$ cat config.mk
export PLATFORM = sky130hd
export DESIGN_NAME = dict_literal_tokenizer
export DESIGN_NICKNAME = d
export VERILOG_FILES = /design/src/rtl/dlt_pkg.sv /design/src/rtl/dict_literal_tokenizer.sv /design/src/rtl/dlt_lex.sv /design/src/rtl/dlt_emit.sv
export SDC_FILE = /design/constraint.sdc
export NUM_CORES = 1
export LEC_CHECK = 0
export BUFFER_PORTS_ARGS = -buffer_cell sky130_fd_sc_hd__clkbuf_2
export CAP_MARGIN = 40
export CORE_MARGIN = 5
export CORE_UTILIZATION = 51
export DETAILED_ROUTE_END_ITERATION = 7
export GPL_TIMING_DRIVEN = 0
export HOLD_SLACK_MARGIN = 0.02
export PLACE_DENSITY = 0.82
export SLEW_MARGIN = 20
export SYNTH_ARGS = -nofsm -noshare
export SYNTH_HDL_FRONTEND = slang
export SYNTH_SLANG_ARGS = --single-unit
export TNS_END_PERCENT = 1
$ cat constraint.sdc
create_clock -name clk -period 3.3 [get_ports clk]
set_clock_uncertainty 0.15 [all_clocks]
set_input_delay 0.495 -clock clk [delete_from_list [all_inputs] [get_ports clk]]
set_output_delay 0.495 -clock clk [all_outputs]
set_load 0.03 [all_outputs]
$ cat src/rtl/dlt_pkg.sv
package dlt_pkg;

  // Result event codes
  localparam logic [2:0] EV_BYTE  = 3'd0;
  localparam logic [2:0] EV_CLOSE = 3'd1;
  localparam logic [2:0] EV_DROP  = 3'd2;
  localparam logic [2:0] EV_DONE  = 3'd3;
  localparam logic [2:0] EV_ERR   = 3'd4;

  // Error codes
  localparam logic [1:0] ERR_NONE = 2'd0;
  localparam logic [1:0] ERR_STR  = 2'd1;
  localparam logic [1:0] ERR_CHR  = 2'd2;
  localparam logic [1:0] ERR_NUM  = 2'd3;

  // Character constants
  localparam logic [7:0] CH_NUL    = 8'h00;
  localparam logic [7:0] CH_DQUOTE = 8'h22;
  localparam logic [7:0] CH_SQUOTE = 8'h27;
  localparam logic [7:0] CH_COLON  = 8'h3A;
  localparam logic [7:0] CH_COMMA  = 8'h2C;
  localparam logic [7:0] CH_RBRACE = 8'h7D;
  localparam logic [7:0] CH_RBRACK = 8'h5D;
  localparam logic [7:0] CH_LBRACE = 8'h7B;
  localparam logic [7:0] CH_LBRACK = 8'h5B;
  localparam logic [7:0] CH_PLUS   = 8'h2B;
  localparam logic [7:0] CH_MINUS  = 8'h2D;
  localparam logic [7:0] CH_SPACE  = 8'h20;
  localparam logic [7:0] CH_ZERO   = 8'h30;
  localparam logic [7:0] CH_NINE   = 8'h39;
  localparam logic [7:0] CH_TAB    = 8'h09;
  localparam logic [7:0] CH_CR     = 8'h0D;

  localparam int unsigned MaxRes = 3;

  typedef enum logic [5:0] {
    M_NORMAL = 6'b000001,
    M_STR    = 6'b000010,
    M_CHR    = 6'b000100,
    M_SIGN   = 6'b001000,
    M_INT    = 6'b010000,
    M_ERR    = 6'b100000
  } mode_t;

  typedef struct packed {
    logic [2:0] ev;
    logic [7:0] tok;
    logic [1:0] err;
  } res_t;

  // All results caused by one input byte, oldest in res[0]
  typedef struct packed {
    logic [1:0]             cnt;
    res_t [MaxRes-1:0]      res;
  } grp_t;

  function automatic grp_t push(grp_t g, logic [2:0] ev, logic [7:0] b, logic [1:0] e);
    grp_t r;
    r = g;
    if (g.cnt != 2'd3) begin
      r.res[g.cnt] = '{ev: ev, tok: b, err: e};
      r.cnt = g.cnt + 2'd1;
    end
    return r;
  endfunction

endpackage

$ cat src/rtl/dict_literal_tokenizer.sv
// Dictionary-literal lexer, one text byte per transaction in, one result per transaction out.
// The first result of a byte is offered from the result register, which loads the byte's results
//   from the input register once the output side can take them.
// Throughput: one byte per cycle while out_stall is low and each byte gives at most one result;
//   a byte that gives two or three results holds the input until its last result is taken.
// Reset (rst, synchronous, active high): lexer returns to between-tokens, no word open,
//   output empty.
module dict_literal_tokenizer import dlt_pkg::*; (
  input  logic       clk,
  input  logic       rst,
  input  logic       in_valid,
  output logic       in_stall,
  input  logic [7:0] char_in,
  output logic       out_valid,
  input  logic       out_stall,
  output logic [2:0] event_res,
  output logic [7:0] tok_byte,
  output logic [1:0] err_code,
  output logic       last_of_run
);

  // Input register: one byte waiting for the lexer.
  logic       in_q_valid;
  logic [7:0] in_q;

  // Results the held byte produces, from the lexer decode.
  grp_t grp;
  logic emit_ready;
  logic adv;

  // Advance when the byte has no results, or the output side can take its group.
  assign adv = in_q_valid && ((grp.cnt == 2'd0) || emit_ready);
  assign in_stall = in_q_valid && !adv;

  always_ff @(posedge clk) begin
    if (rst) begin
      in_q_valid <= 1'b0;
    end else if (!in_stall) begin
      in_q_valid <= in_valid;
    end
  end

  always_ff @(posedge clk) begin
    if (!in_stall) begin
      in_q <= char_in;
    end
  end

  // Lexer state and per-byte decode.
  dlt_lex u_lex (
    .clk (clk),
    .rst (rst),
    .adv (adv),
    .c   (in_q),
    .grp (grp)
  );

  // Result register: hands out the group one result per transaction.
  dlt_emit u_emit (
    .clk         (clk),
    .rst         (rst),
    .load        (adv && (grp.cnt != 2'd0)),
    .grp_in      (grp),
    .ready       (emit_ready),
    .out_valid   (out_valid),
    .out_stall   (out_stall),
    .event_res   (event_res),
    .tok_byte    (tok_byte),
    .err_code    (err_code),
    .last_of_run (last_of_run)
  );

endmodule

$ cat src/rtl/dlt_lex.sv
module dlt_lex import dlt_pkg::*; (
  input  logic       clk,
  input  logic       rst,
  input  logic       adv,
  input  logic [7:0] c,
  output grp_t       grp
);

  mode_t mode, mode_next;
  logic  word_open, word_open_next;
  logic  sign_seen, sign_seen_next;

  always_comb begin
    logic       norm;
    logic       digit;
    logic       space;
    logic       ends;
    logic [7:0] quote;
    logic [1:0] code;
    grp_t       g;

    g = '0;
    norm = 1'b0;
    mode_next = mode;
    word_open_next = word_open;
    sign_seen_next = sign_seen;
    digit = (c >= CH_ZERO) && (c <= CH_NINE);
    space = (c == CH_SPACE) || ((c >= CH_TAB) && (c <= CH_CR));
    ends = (c == CH_SPACE) || (c == CH_COLON) || (c == CH_COMMA) ||
           (c == CH_RBRACE) || (c == CH_RBRACK);
    quote = (mode == M_STR) ? CH_DQUOTE : CH_SQUOTE;
    code = (mode == M_STR) ? ERR_STR : ERR_CHR;

    unique case (mode) inside
      M_STR, M_CHR: begin
        if (c == CH_NUL) begin
          g = push(g, EV_ERR, 8'h00, code);
          mode_next = M_NORMAL;
          word_open_next = 1'b0;
          sign_seen_next = 1'b0;
        end else if (c == quote) begin
          g = push(g, EV_CLOSE, 8'h00, ERR_NONE);
          g = push(g, EV_BYTE, c, ERR_NONE);
          g = push(g, EV_CLOSE, 8'h00, ERR_NONE);
          mode_next = M_NORMAL;
        end else begin
          g = push(g, EV_BYTE, c, ERR_NONE);
        end
      end
      M_SIGN, M_INT: begin
        if ((mode == M_SIGN) && (c == (sign_seen ? CH_MINUS : CH_PLUS))) begin
          // hold: repeated sign collapses
        end else if (digit) begin
          g = push(g, EV_BYTE, c, ERR_NONE);
          mode_next = M_INT;
        end else if (ends && !((mode == M_SIGN) && (c == CH_SPACE))) begin
          g = push(g, EV_CLOSE, 8'h00, ERR_NONE);
          mode_next = M_NORMAL;
          norm = 1'b1;
        end else begin
          g = push(g, EV_ERR, 8'h00, ERR_NUM);
          if (c == CH_NUL) begin
            mode_next = M_NORMAL;
            word_open_next = 1'b0;
            sign_seen_next = 1'b0;
          end else begin
            mode_next = M_ERR;
          end
        end
      end
      M_ERR: begin
        if (c == CH_NUL) begin
          mode_next = M_NORMAL;
          word_open_next = 1'b0;
          sign_seen_next = 1'b0;
        end
      end
      default: begin
        mode_next = M_NORMAL;
        norm = 1'b1;
      end
    endcase

    if (norm) begin
      if (c == CH_NUL) begin
        if (word_open) g = push(g, EV_DROP, 8'h00, ERR_NONE);
        g = push(g, EV_DONE, 8'h00, ERR_NONE);
        mode_next = M_NORMAL;
        word_open_next = 1'b0;
        sign_seen_next = 1'b0;
      end else if (space) begin
        // drop whitespace
      end else if ((c == CH_DQUOTE) || (c == CH_SQUOTE) || (c == CH_COLON) ||
                   (c == CH_LBRACE) || (c == CH_RBRACE) || (c == CH_LBRACK) ||
                   (c == CH_RBRACK) || (c == CH_COMMA) || (c == CH_PLUS) ||
                   (c == CH_MINUS) || digit) begin
        if (word_open) g = push(g, EV_CLOSE, 8'h00, ERR_NONE);
        word_open_next = 1'b0;
        if (c != CH_COMMA) g = push(g, EV_BYTE, c, ERR_NONE);
        if ((c == CH_DQUOTE) || (c == CH_SQUOTE) || (c == CH_COLON) ||
            (c == CH_LBRACE) || (c == CH_RBRACE) || (c == CH_LBRACK) ||
            (c == CH_RBRACK)) begin
          g = push(g, EV_CLOSE, 8'h00, ERR_NONE);
        end
        if (c == CH_DQUOTE) mode_next = M_STR;
        if (c == CH_SQUOTE) mode_next = M_CHR;
        if ((c == CH_PLUS) || (c == CH_MINUS)) begin
          mode_next = M_SIGN;
          sign_seen_next = (c == CH_MINUS);
        end
        if (digit) mode_next = M_INT;
      end else begin
        word_open_next = 1'b1;
        g = push(g, EV_BYTE, c, ERR_NONE);
      end
    end

    grp = g;
  end

  always_ff @(posedge clk) begin
    if (rst) begin
      mode <= M_NORMAL;
      word_open <= 1'b0;
      sign_seen <= 1'b0;
    end else if (adv) begin
      mode <= mode_next;
      word_open <= word_open_next;
      sign_seen <= sign_seen_next;
    end
  end

endmodule

$ cat src/rtl/dlt_emit.sv
module dlt_emit import dlt_pkg::*; (
  input  logic       clk,
  input  logic       rst,
  input  logic       load,
  input  grp_t       grp_in,
  output logic       ready,
  output logic       out_valid,
  input  logic       out_stall,
  output logic [2:0] event_res,
  output logic [7:0] tok_byte,
  output logic [1:0] err_code,
  output logic       last_of_run
);

  grp_t       grp;
  logic       full;
  logic [1:0] idx;
  logic       last;
  res_t       cur;

  assign cur = grp.res[idx];
  assign last = (idx == (grp.cnt - 2'd1));
  assign ready = !full || (!out_stall && last);

  assign out_valid = full;
  assign event_res = cur.ev;
  assign tok_byte = cur.tok;
  assign err_code = cur.err;
  assign last_of_run = last;

  always_ff @(posedge clk) begin
    if (rst) begin
      full <= 1'b0;
      idx <= 2'd0;
    end else if (load) begin
      full <= 1'b1;
      idx <= 2'd0;
    end else if (full && !out_stall) begin
      if (last) begin
        full <= 1'b0;
      end else begin
        idx <= idx + 2'd1;
      end
    end
  end

  always_ff @(posedge clk) begin
    if (load) begin
      grp <= grp_in;
    end
  end

endmodule

; Yosys cells after proc, flatten, opt, wreduce, memory -nomap -nowiden
; Index checks and enable logic that the tools add are counted.
[word_totals]
out_inout_bits = 16
ramBits = 0
memories = 0
romBits = 0
input_bits = 12
register_bits = 61
word_cells = 236
latchBits = 0
[classes]
multipliers = 0
eq_ne = 26
reduce_logical = 49
shifts = 0
bitwise_logic = 16
div = 0
n_mux = 103
n_lt_le_gt_ge = 17
n_addsub = 8
[op_table]
columns = cell, count
row1 = $mux 41, 33
row2 = $demux 13 s2, 6
row3 = $and 36x36->36, 4
row4 = $not 36->36, 4
row5 = $mux 13, 11
row6 = $bwmux 39, 3
row7 = $mux 6, 15
row8 = $pmux 41 s2, 1
row9 = $eq 8x6->1 const B, 7
row10 = $and 33x33->33, 1
row11 = $not 33->33, 1
row12 = $eq 8x7->1 const B, 4
row13 = $bmux 13 s2, 1
row14 = $mux 1, 23
row15 = $lt 2x3->1 const B, 7
row16 = $logic_or 1x1->1, 18
row17 = $pmux 6 s3, 1
row18 = $eq 8x8->1, 2
row19 = $logic_and 1x1->1, 16
row20 = $add 2x1->2 const B, 7
row21 = $ge 2x1->1 const B, 6
row22 = $ne 2x2->1 const B, 6
row23 = $or 3x3->3, 4
row24 = $ge 8x4->1 const B, 1
row25 = other kinds (23), 37

; Depth between registers and ports, before layout
[depth]
word_depth = 66
ltp_mapped = 10
ltp_nobuf = 8

; Modules after synthesis
; From an unflattened synthesis, not the netlist that was laid out.
[hier_totals]
cells_unflattened = 379
area_unflattened_um2 = 3808.7
[modules_own_cells]
columns = mod, instances, cells_per_inst, seq_area_each_um2, area_per_inst_um2
row1 = dlt_lex, 1, 254, 160.2, 1801.7
row2 = dlt_emit, 1, 108, 1291.2, 1700.4
row3 = dict_literal_tokenizer, 1, 17, 260.2, 306.5

; Worst setup path before layout
; No wires, ideal clock.
[synth_path]
path_kind = register -> register
startpoint = register in_q[4]
endpoint = register u_emit.grp[0] (netlist bit), enable pin
setup_time_ns = 0.396
t_required_ns = 2.754
slack_ns = -0.342
synth_period_minus_slack_ns = 3.642
t_arrival_ns = 3.097
stages_incl_launch_ff = 10
path_buffers = 1
cell_sequence = edfxtp_1 -> nor4b_1 -> buf_2 -> o211ai_1 -> o2111ai_2 -> o21bai_4 -> a21boi_4 -> and2_1 -> o21ai_2 -> and3_1
[synth_via]
elab_chain_len = 29
word_cells_on_any_way = 85
classes_between = 4 x add/sub / 4 x order compare / 18 x eq/ne / 32 x mux / 27 x reduce/logical
[synth_rtl]
columns = item, line
row1 = from (decl), dict_literal_tokenizer.sv:24  ; logic [7:0] in_q;
row2 = from (signal assigned), dict_literal_tokenizer.sv:45  ; in_q <= char_in;
row3 = $eq 8x8->1 (on tied branches), "dlt_lex.sv:41, dlt_lex.sv:51"
row4 = $mux 41 or $logic_and 1x1->1 (tied branches), "dlt_lex.sv:41, dlt_lex.sv:51"
row5 = $mux 41 (on tied branches), "dlt_lex.sv:36, dlt_lex.sv:51"
row6 = $pmux 41 s2, dlt_lex.sv:34  ; unique case (mode) inside
row7 = $add 2x1->2 or $ne 2x2->1 (tied branches), "dlt_pkg.sv:62, dlt_pkg.sv:60"
row8 = $mux 41, dlt_pkg.sv:60  ; if (g.cnt != 2'd3) begin
row9 = $mux 41, dlt_lex.sv:97  ; if (word_open) g = push(g, EV_CLOSE, 8'h00, ERR_NONE);
row10 = $mux 41, dlt_lex.sv:93  ; end else if ((c == CH_DQUOTE) || (c == CH_SQUOTE) || (c == CH_COLON) ||
row11 = (+14 left out), -
row12 = $mux 41, dlt_lex.sv:91  ; end else if (space) begin
row13 = $mux 41, dlt_lex.sv:85  ; if (c == CH_NUL) begin
row14 = $mux 41 *, dlt_lex.sv:84  ; if (norm) begin
row15 = $logic_not 2->1, dict_literal_tokenizer.sv:32  ; assign adv = in_q_valid && ((grp.cnt == 2'd0) || emit_ready);
row16 = $logic_or 1x1->1, dict_literal_tokenizer.sv:32
row17 = $logic_and 1x1->1, dict_literal_tokenizer.sv:32
row18 = $logic_and 1x1->1 *, dict_literal_tokenizer.sv:62  ; .load (adv && (grp.cnt != 2'd0)),
row19 = named net u_emit.load, dlt_emit.sv:4  ; input logic load,
row20 = to (signal assigned), dlt_emit.sv:49  ; grp <= grp_in;
row21 = to (decl), dlt_emit.sv:15  ; grp_t grp;
; The timed path passes the listed nets; every way through them passes the cells marked *. The select of a mux whose other input is x is not followed.
; A chain may end at the register's enable or synchronous reset.

; Worst setup path after layout
[layout_path]
startpoint = register in_q[4]
endpoint = output in_stall
[layout_via]
elab_chain_len = 30
word_cells_on_any_way = 85
classes_between = 4 x add/sub / 4 x order compare / 18 x eq/ne / 32 x mux / 27 x reduce/logical
[layout_rtl]
columns = item, line
row1 = $eq 8x8->1 (on tied branches), "dlt_lex.sv:41, dlt_lex.sv:51"
row2 = $mux 41 or $logic_and 1x1->1 (tied branches), "dlt_lex.sv:41, dlt_lex.sv:51"
row3 = $mux 41 (on tied branches), "dlt_lex.sv:36, dlt_lex.sv:51"
row4 = $pmux 41 s2, dlt_lex.sv:34
row5 = $add 2x1->2 or $ne 2x2->1 (tied branches), "dlt_pkg.sv:62, dlt_pkg.sv:60"
row6 = $mux 41, dlt_pkg.sv:60
row7 = $mux 41, dlt_lex.sv:97
row8 = $mux 41, dlt_lex.sv:93
row9 = (+14 left out), -
row10 = $mux 41, dlt_lex.sv:91
row11 = $mux 41, dlt_lex.sv:85
row12 = $mux 41 *, dlt_lex.sv:84
row13 = $logic_not 2->1 *, dict_literal_tokenizer.sv:32
row14 = $logic_or 1x1->1 *, dict_literal_tokenizer.sv:32
row15 = $logic_and 1x1->1 *, dict_literal_tokenizer.sv:32
row16 = $logic_not 1->1 *, dict_literal_tokenizer.sv:33  ; assign in_stall = in_q_valid && !adv;
row17 = $logic_and 1x1->1 *, dict_literal_tokenizer.sv:33
row18 = to (decl), dict_literal_tokenizer.sv:12  ; output logic in_stall,
; Every way passes the cells marked *; elsewhere a longest branch is shown, timed or not. The select of a mux whose other input is x is not followed.

==> results by group <==
Yosys
  – Synthesized instance count: 373
  – Ys flop type: edfxtp_1
  – Post-synth cell types: 73
  – Mux cell area share after synthesis: 0.03185
  – Largest family of logic cells by synthesized area: simple AND/OR/NAND/NOR gates
  – Adder and majority gate portion of the synthesized area: 0.002863
  – Simple logic cell fraction of the synthesized area: 0.2484
  – Compound-Gate Fraction of Synth Area: 0.2212
  – Number of synthesized flops with an enable pin: 43
  – Register area share after synthesis: 0.4381
  – XOR/XNOR Fraction of Synth Area: 0.02004
  – Syn_area_per_cell: 9.372 sq um
  – Synth Cell Area: 3496 sq um
  – Register bit total from synthesis: 55
  – Synthesis warning total: 0
  – Synth async-reset ratio: 0

STA
  – Final setup viols: 44
  – Final Cycle Share: 1.080
  – Fin crit period: roughly 3.6 ns
  – Final worst slack: -0.2634 ns
  – Final hold vios: 0
  – RSZ-0062 raised after global routing: true
  – Maximum clock rate: between 0.2 and 0.3 GHz
  – Setup TNS: -6.534 ns
  – Slew margin rel.: 0.4943
  – Worst-margin pin slew: 0.7585 ns
  – Slew Viols, Final: 0

Floorplan
  – Die area: 8610 sq um
  – Die Span Y: 92.79 microns
  – I/O pin cnt: 28
  – Initial core utilization: 0.5203
  – Die Wd: 92.79 microns
  – Row count: 30
  – Core Region: 6719 sq um

Routing
  – Drt wl/cell: 17.53 microns
  – Vias: 3177
  – Pre-antenna DRT Iters: 5
  – Top sig layer: met4
  – Met3 wire len: around 500 microns
  – Initial drt markers: 249
  – Metal1 wirelength: about 3.8 mm
  – # DRC: 0
  – WL final: 9.030 mm
  – Number of vias per cell: 6.169
  – ANT nets after route: 0
  – Met2 wire length: 4.390 mm

GRT
  – Global Route Usage Sum: 0.2175
  – Largest net degree at the start of global routing: 36
  – Antenna violations before repair: 0
  – Gr ovfl total: 0
  – Number of global-route vias before repair: 3058
  – First-pass GRT wire length: 14.99 mm

Clocking
  – Post-CTS Hold Fix Bufs: 0
  – Clock sink count: 55
  – Clk_lat worst skew: 0.32 ns
  – Max clock buf depth: 2
  – H-tree lvl count: 2
  – Root buffer cell: clkbuf_8
  – TritonCTS Buffers: 5
  – Worst-path clk slew: ~0.11 ns
  – TritonCTS clock tree: built

Worst hold path
  – Hold path endpoint: in_q[2]$_DFFE_PN_
  – Hold Startpoint: char_in[2]
  – Hold path depth: 1
  – Hold/Removal Path Class: in2reg

Setup path
  – Critical path cell sequence: or4b_4 -> or2_1 -> o2111a_2 -> o21bai_4 -> a21boi_4 -> and2_4 -> o21ai_2 -> and3_1 -> clkbuf_8
  – FF-to-FF End: u_emit.grp[21]$_DFFE_PP_
  – Largest delay contributor family on the critical path: simple AND/OR/NAND/NOR gates
  – R2r setup slk: -0.18 ns
  – Critical Path Sink Type: output port
  – Reg2reg path depth: 8
  – Crit path launch type: flop
  – Setup CP Type: reg2out
  – FF-to-FF Start: in_q[4]$_DFFE_PN_
  – Critical path data arrival time: 2.92 ns
  – Crit-path max FO: 6
  – Buf+Inv Stages, Crit Path: 1
  – Req. time, crit path: between 2 and 3 ns
  – Max incr delay on CP: 0.57 ns
  – Slowest stage cell, crit path: or4b_4

Run status
  – Failing checks: negative setup slack
  – Status: complete, but fails checks

Finish
  – Most common cell after layout, fill and taps aside: edfxtp_1
  – Fillers: 567
  – Area growth syn-to-layout: 18.54%
  – Share of layout cells above drive strength 1: 0.2322
  – Commonest non-fill, non-tap cells in the layout: edfxtp_1, nand2_1, o21ai_0
  – Inserted Diodes: 0
  – Final net count: 446

Placement
  – Port Buffer Count: 26
  – Final Wtd Congestion: just under 1
  – Post-DP HPWL: 6.376 mm

Power
  – Peak supply drop: between 100 and 150 uV
  – Leak: 1.539 nW
  – Pwr Density: around 350 nW/um^2
  – Design Power: roughly 1.5 mW

Run
  – Max-Cap Viols: 0
==> how the worst max path moves through the flow <==
stage	startpoint	slack, ns	cells after the start	endpoint
2_1_floorplan	in_q[4]$_DFFE_PN_	0.02	9	u_emit.grp[0]$_DFFE_PP_
3_3_place_gp	in_q[4]$_DFFE_PN_	-0.55	9	u_emit.grp[6]$_DFFE_PP_
3_5_place_dp	in_q[4]$_DFFE_PN_	-0.52	9	u_emit.grp[32]$_SDFFCE_PP0P_
4_1_cts	in_q[4]$_DFFE_PN_	-0.20	9	in_stall
5_1_grt	in_q[4]$_DFFE_PN_	-0.35	9	in_stall
6_report	in_q[4]$_DFFE_PN_	-0.26	9	in_stall
==> registers in the layout, indices dropped and copies added (netlist names) <==
register and cells:
u_emit.out_valid 1, u_lex.mode 6, u_emit.grp 35, u_lex.word_open 1, u_lex.sign_seen 1, u_emit.idx 2
in_q 8, in_q_valid 1
==> power by group <==
part	internal, mW	switching [mW]	total (mW)
Combinational	0.0927	0.175	0.267
Clock	0.153	0.238	0.391
Sequential	0.789	0.0195	0.809
Total	1.03	0.432	1.47
==> area by class of cell <==
type                    count  area, sq um  area share
clock inverters             3        22.52    0.005435
flip-flops and latches     55         1531      0.3696
repair buffers             54        349.1     0.08424
well taps                  80        100.1     0.02415
clock buffers               5        68.82     0.01661
plain buffers              21        101.3     0.02446
multi-input cells         290         1944      0.4692
inverters                   7        26.28    0.006341
==> per-stage QoR <==
| step | cell area (sq um) | util | setup slack [ns] | cells | hold WS [ns] |
|---|---|---|---|---|---|
| floorplan | 3505 | - | 0.02259 | 375 | 0.3288 |
| global placement | 3735 | 0.5559 | -0.5460 | 481 | 0.3892 |
| detailed placement | 3735 | 0.5559 | -0.5193 | 481 | 0.3842 |
| CTS | 4091 | 0.6089 | -0.2008 | 511 | 0.1897 |
| global route | 4144 | 0.6168 | -0.3499 | 515 | 0.1798 |
| finish | 4144 | 0.6168 | -0.2634 | 515 | 0.1855 |
==> repair_timing <==
action / CTS / global route
pin swaps: 13 / 4
cloned: 0 / 0
resized for setup: 20 / 3
buffers inserted: 23 / 5
endpoints found under the setup margin: 44 / 49
==> layer usage <==
metal,vias to the layer above,track usage
met5,-,0
met4,0,0.1111
met3,29,0.03656
met2,128,0.3593
met1,1497,0.2729
li1,1523,-
==> cell usage after synthesis, types with 2 or more instances <==
master     number  area share
a211oi_2        2      0.0072
a21boi_0        2      0.0043
a21o_1          3      0.0064
a21oi_1        13       0.019
a311oi_1        2      0.0050
a31oi_1         4      0.0072
a32oi_1         2      0.0050
a41oi_1         3      0.0075
and2_1         15       0.027
and3_1          5      0.0089
buf_2           8       0.011
clkbuf_1       12       0.013
dfxtp_1        12       0.069
edfxtp_1       43        0.37
inv_1           7      0.0075
mux2i_1        10       0.029
nand2_1        36       0.039
nand3_1        17       0.024
nand4_1         4      0.0072
nand4b_1        2      0.0050
nor2_1         29       0.031
nor2b_1        15       0.027
nor3_1         14       0.020
nor3b_1         3      0.0064
nor4_1          2      0.0036
nor4_4          2       0.012
nor4b_1         2      0.0050
o2111a_1        2      0.0064
o2111ai_1       3      0.0075
o211ai_1        8       0.017
o21a_1          4      0.0086
o21ai_0        32       0.046
o21ai_1         4      0.0057
o21ai_2         2      0.0050
o32ai_1         2      0.0050
or2_2           2      0.0036
or3_1           3      0.0054
xnor2_1         3      0.0075
xor2_1          5       0.013
==> cells by family after synthesis <==
group,after synthesis
buffers and inverters,30
other,1
and+or+nand+nor,160
DFF,55
muxes,11
adders and majority gates,1
xor gates and xnor gates,8
AOI/OAI and AO/OA,107
==> worst register-to-register path: stages (launching register included) <==
cell and delay, ns:
edfxtp_1 0.50, or4b_4 0.57, or2_1 0.26, o2111a_2 0.32, o21bai_4 0.17, buf_4 0.13, a21oi_2 0.08, o21ai_2 0.21
and3_2 0.72
Power figures use the tool's default switching activity.
